## config.mk

```make
export PLATFORM = sky130hd
export DESIGN_NAME = tch_sqrt
export DESIGN_NICKNAME = d
export VERILOG_FILES = /design/src/sv/tch_pkg.sv /design/src/sv/tch_sqrt.sv
export SDC_FILE = /design/constraint.sdc
export NUM_CORES = 1
export LEC_CHECK = 0
export BUFFER_PORTS_ARGS = -buffer_cell sky130_fd_sc_hd__buf_2
export CORE_ASPECT_RATIO = 1.5
export CORE_UTILIZATION = 50
export DETAILED_ROUTE_END_ITERATION = 10
export GPL_TIMING_DRIVEN = 0
export PLACE_DENSITY_LB_ADDON = 0.12
export SLEW_MARGIN = 20
export SYNTH_ARGS = -nofsm -noshare
export SYNTH_HDL_FRONTEND = slang
export SYNTH_SLANG_ARGS = --single-unit
```

## constraint.sdc

```tcl
create_clock -name i_clk -period 4 [get_ports i_clk]
set_clock_uncertainty 0.05 [all_clocks]
set_input_delay 0 -clock i_clk [delete_from_list [all_inputs] [get_ports i_clk]]
set_output_delay 0 -clock i_clk [all_outputs]
set_load 0.02 [all_outputs]
```

## src/sv/tch_pkg.sv

```systemverilog
// Package of the tilt-compensated heading block: payload structs, widths and the
// arctangent constants of the CORDIC steps. Depends on nothing.
package tch_pkg;

    // Default configuration of the top level.
    localparam int CORDIC_STEPS_DEF = 16;
    localparam int ANGLE_BITS_DEF   = 16;

    // Operand width of the CORDIC input, the square root width and the
    // exponent of the normalised magnitude window.
    localparam int CW         = 48;
    localparam int SQ_W       = 40;
    localparam int SQ_OUT_W   = SQ_W / 2;
    localparam int NORM_EXP   = 40;
    localparam int LAT_BASE   = 10 + SQ_OUT_W;

    localparam logic signed [15:0] HALF_PI_BAM = 16'sd16384;

    typedef struct packed {
        logic signed [11:0] accel_x;
        logic signed [11:0] accel_y;
        logic signed [11:0] accel_z;
        logic signed [11:0] mag_x;
        logic signed [11:0] mag_y;
        logic signed [11:0] mag_z;
    } t_in_s;

    typedef struct packed {
        logic signed [15:0] pitch_angle;
        logic signed [15:0] roll_angle;
        logic signed [15:0] heading_angle;
    } t_out_s;

    // One atan2 request: operands and a flag that forces the angle to +pi/2.
    typedef struct packed {
        logic signed [CW-1:0] y;
        logic signed [CW-1:0] x;
        logic                 force_hp;
    } t_cord_in;

    // atan(2^-i) in units of 2^-32 of a full turn.
    function automatic logic [31:0] atan_turn32(input int i);
        logic [31:0] v;
        case (i)
            0:  v = 32'h20000000;
            1:  v = 32'h12E4051E;
            2:  v = 32'h09FB385B;
            3:  v = 32'h051111D4;
            4:  v = 32'h028B0D43;
            5:  v = 32'h0145D7E1;
            6:  v = 32'h00A2F61E;
            7:  v = 32'h00517C55;
            8:  v = 32'h0028BE53;
            9:  v = 32'h00145F2F;
            10: v = 32'h000A2F98;
            11: v = 32'h000517CC;
            12: v = 32'h00028BE6;
            13: v = 32'h000145F3;
            14: v = 32'h0000A2FA;
            15: v = 32'h0000517D;
            16: v = 32'h000028BE;
            17: v = 32'h0000145F;
            18: v = 32'h00000A30;
            19: v = 32'h00000518;
            20: v = 32'h0000028C;
            21: v = 32'h00000146;
            22: v = 32'h000000A3;
            23: v = 32'h00000051;
            default: v = 32'h0;
        endcase
        return v;
    endfunction

    // Step angle rounded to the given number of angle bits.
    function automatic logic [31:0] atan_step(input int i, input int ab);
        logic [63:0] a;
        a = {32'h0, atan_turn32(i)} + (64'd1 << (31 - ab));
        return 32'(a >> (32 - ab));
    endfunction

endpackage

```

## src/sv/tch_sqrt.sv

```systemverilog
// Pipelined integer square root, one result bit per register stage.
// Depends on tch_pkg for the operand width.
module tch_sqrt
    import tch_pkg::*;
(
    input  logic                i_clk,
    input  logic [SQ_W-1:0]     i_n,
    output logic [SQ_OUT_W-1:0] o_root
);

    logic [SQ_W-1:0] r_n   [1:SQ_OUT_W];
    logic [SQ_W-1:0] r_res [1:SQ_OUT_W];

    // Each stage tries one root bit against the running remainder.
    for (genvar k = 0; k < SQ_OUT_W; k++) begin : g_stage
        localparam logic [SQ_W-1:0] BIT = SQ_W'(1) << (SQ_W - 2 - 2 * k);
        logic [SQ_W-1:0] n_in;
        logic [SQ_W-1:0] res_in;
        logic [SQ_W-1:0] n_trial;
        if (k == 0) begin : g_first
            assign n_in   = i_n;
            assign res_in = '0;
        end else begin : g_next
            assign n_in   = r_n[k];
            assign res_in = r_res[k];
        end
        assign n_trial = res_in + BIT;
        always_ff @(posedge i_clk) begin
            if (n_in >= n_trial) begin
                r_n[k+1]   <= n_in - n_trial;
                r_res[k+1] <= (res_in >> 1) + BIT;
            end else begin
                r_n[k+1]   <= n_in;
                r_res[k+1] <= res_in >> 1;
            end
        end
    end

    assign o_root = r_res[SQ_OUT_W][SQ_OUT_W-1:0];

endmodule

```

==> results.py <==
metrics = {
    "yosys": {
        "netlist_top_cells_count": "970 x dfxtp_1, 270 x inv_1, 266 x nor2_1",
        "ys_types": 85,
        "yosysMostFrequentCell": "dfxtp_1",
        "ys.flop_type": "dfxtp_1",
        "syn_area_um2": 36100,
        "yosys_register_bits": 970,
        "synth_edf_count": 0,
        "postSynthCellCount": 3573,
        "synthArstFlopShare_pct": 0,
        "ys_warn_count": 0,
        "yosysTopAreaCell": "dfxtp_1",
        "yosysTopAreaCellShare_pct": 53.7,
        "syn_area_per_cell_um2": 10.1,
        "synthTopCellsByArea": "dfxtp_1 54%, ha_1 7.8%, xnor2_1 4.6%",
        "synth_nets": 3840,
        "yosysSeqAreaShare_pct": 53.7,
    },
    "clock_network": {
        "cts_buffer_depth": 3,
        "clock-sinks": 970,
        "cts.clk_slew.worst_paths_ns": 0.07,
        "numCtsBuffers": 88,
        "cts_tree": "built",
        "clkLatencyLatePin_ns": 0.68,
        "h-tree-depth": 3,
        "cts_root_buf": "clkbuf_16",
    },
    "placement": {
        "port_buffers": 60,
        "post-dp-hpwl_um": 67800,
        "gp_congestion": 0.911,
    },
    "timing": {
        "slew_violations": 0,
        "setup_tns_ns": 0,
        "setup_viol": 0,
        "min_period_ns": 3.84,
        "hold_violations": 0,
        "rsz0062_at_grt": "no",
        "slew-limit-headroom_pct": 34.3,
        "tightest_slew_ns": 0.973,
        "timing.fmax_mhz": 260,
        "fin_crit_sh_pct": 96.0,
    },
    "global_route": {
        "grt.total_usage_pct": 23.6,
        "grt_max_degree": 17,
        "grt_overflow": 0,
        "use_met2_pct": 52.7,
        "grt_pass1_wl_um": 133000,
        "met3_usage_pct": 2.77,
        "first_global_vias": 26991,
        "met1_usage_pct": 14.2,
        "busiest_layer": "met2",
        "antenna_found_initial": 0,
    },
    "floorplan": {
        "core_area_um2": 71500,
        "rows": 120,
        "pin_count": 61,
        "die_w_um": 222,
        "die-area_um2": 73400,
        "start_util_pct": 50.6,
        "die_h_um": 331,
    },
    "critical_path": {
        "cp-start-kind": "flip-flop",
        "crit_path_max_fanout": 7,
        "reg2reg_depth": 12,
        "reg2reg_to": "r_n[2][158]",
        "arrival_ns": 4.37,
        "critPathCapture": "r_n[2][158]",
        "rrSetupSlack_ns": 0.16,
        "reg2reg_from": "r_res[1][108]",
        "crit_start": "r_res[1][108]",
        "crit_type": "flip-flop to flip-flop",
        "cp.required_ns": 4.53,
        "endpoint_kind": "flip-flop",
    },
    "routing": {
        "vias": 25206,
        "via_per_inst": 5.26,
        "drt_wl_total_um": 86000,
        "route.detailed.wl_per_inst_um": 17.9,
        "dr.pass1.iters": 7,
        "drc": 0,
        "drtIter0Drc": 748,
        "ant_nets": 0,
    },
    "final_layout": {
        "area_growth_pct": 15.3,
        "nets": 4079,
        "fillers": 6115,
        "finish.utilization_pct": 58.3,
        "num_antenna_cells": 0,
        "drive_gt1_share_pct": 7.76,
    },
    "pwr": {
        "irDropWorstVdd_v": 0.000496,
        "powerDensity_nw_per_um2": 741,
        "leakagePower_nw": 18.7,
        "power_mw": 30.9,
    },
    "flow_run": {
        "max-cap-violations": 0,
    },
    "min_path": {
        "hold_path.class": "flip-flop to flip-flop",
    },
    "run_status": {
        "status": "finished clean",
    },
}
area by class of cell:
| class | count | area, um^2 | share of cell area, % |
|---|---|---|---|
| timing repair buffer | 149 | 1180 | 2.84 |
| inverter | 271 | 1020 | 2.44 |
| clock buffer | 124 | 2580 | 6.19 |
| sequential | 970 | 19400 | 46.6 |
| tap | 915 | 1140 | 2.75 |
| clock inverter | 35 | 577 | 1.38 |
| buffer | 53 | 208 | 0.499 |
| multi-input combinational | 2279 | 15500 | 37.3 |
logic make-up (layout without fill, tap and decap cells):
kind of cell / Yosys count / in the layout / synth area share, %
adder cells (fa/ha/maj): 226 / 226 / 7.82
AND/OR/NAND/NOR: 1058 / 1058 / 15.1
AO/OA/AOI/OAI: 632 / 632 / 10.9
flip-flops: 970 / 970 / 53.7
buffers and inverters: 324 / 632 / 3.38
multiplexers: 43 / 43 / 1.32
XOR/XNOR: 320 / 320 / 7.76
per-layer routing:
metal  vias up  share of wire, %
met5         -                 0
met4         0                11
met3       287               2.3
met2       442                61
met1     11616                26
li1      12861                 -
placed cells by master (no fill, tap or decap), types with 37 or more instances in the layout:
| master | instances |
|---|---|
| dfxtp_1 | 970 |
| inv_1 | 270 |
| nor2_1 | 266 |
| ha_1 | 226 |
| nand2_1 | 219 |
| a21oi_1 | 211 |
| xnor2_1 | 189 |
| o21ai_0 | 158 |
| xor2_1 | 131 |
| nor3_1 | 104 |
| nor4_1 | 98 |
| clkbuf_16 | 88 |
| dlygate4sd3_1 | 81 |
| buf_2 | 66 |
| nand3_1 | 59 |
| clkbuf_1 | 55 |
| nand4_1 | 49 |
| a21o_1 | 49 |
| nand2b_1 | 48 |
| mux2_2 | 37 |
critical path, stage by stage (launching register included):
cell	delay [ns]
dfxtp_1	0.32
inv_1	0.04
ha_1	0.26
clkbuf_1	0.27
nand3_1	0.19
nor4_2	0.76
nand4_1	0.15
nor2_1	0.48
a211oi_2	0.15
inv_1	0.38
nand3b_1	0.25
nor4_1	0.29
xor2_1	0.16
metrics by stage:
step | hold WS (ns) | instance area [um^2] | cells | setup WS [ns]
6_report | 0.289 | 41700 | 4796 | 0.160
5_1_grt | 0.291 | 41700 | 4796 | 0.00446
4_1_cts | 0.287 | 41700 | 4796 | 0.0911
3_5_place_dp | 0.0536 | 37600 | 4550 | -0.456
3_3_place_gp | 0.0529 | 37600 | 4548 | -0.524
2_1_floorplan | -0.0223 | 36100 | 3573 | 1.24
power by group:
| group | internal (mW) | leakage (nW) | switching, mW |
|---|---|---|---|
| registers | 12.0 | 8.13 | 1.58 |
| clock network | 5.15 | 1.53 | 3.74 |
| logic | 3.75 | 9.04 | 4.70 |
| total | 20.9 | 18.7 | 10.0 |
state kept, by name, indices dropped and copies added, names as in the netlist:
name	flops
r_res	210
r_n	760
worst min-delay path by stage:
stage | depth (start not counted) | endpoint | startpoint
global placement | 1 | r_n[0][77] | i_n[37]
finish | 0 | r_n[0][89] | r_n[0][49]
global route | 0 | r_n[0][89] | r_n[0][49]
floorplan | 0 | r_n[0][40] | i_n[0]
detailed placement | 1 | r_n[0][41] | i_n[1]
CTS | 0 | r_res[2][18] | r_res[1][299]
repair_timing:
item | 4_1_cts | 5_1_grt
setup endpoints to repair | 30 | 9
endpoints found under the hold margin | 41 | 0
hold buffers | 81 | 0
gates resized for setup | 3 | 1
buffers inserted | 6 | 0
pin swaps | 2 | 0
No activity file was read; power rests on OpenSTA's default activity.
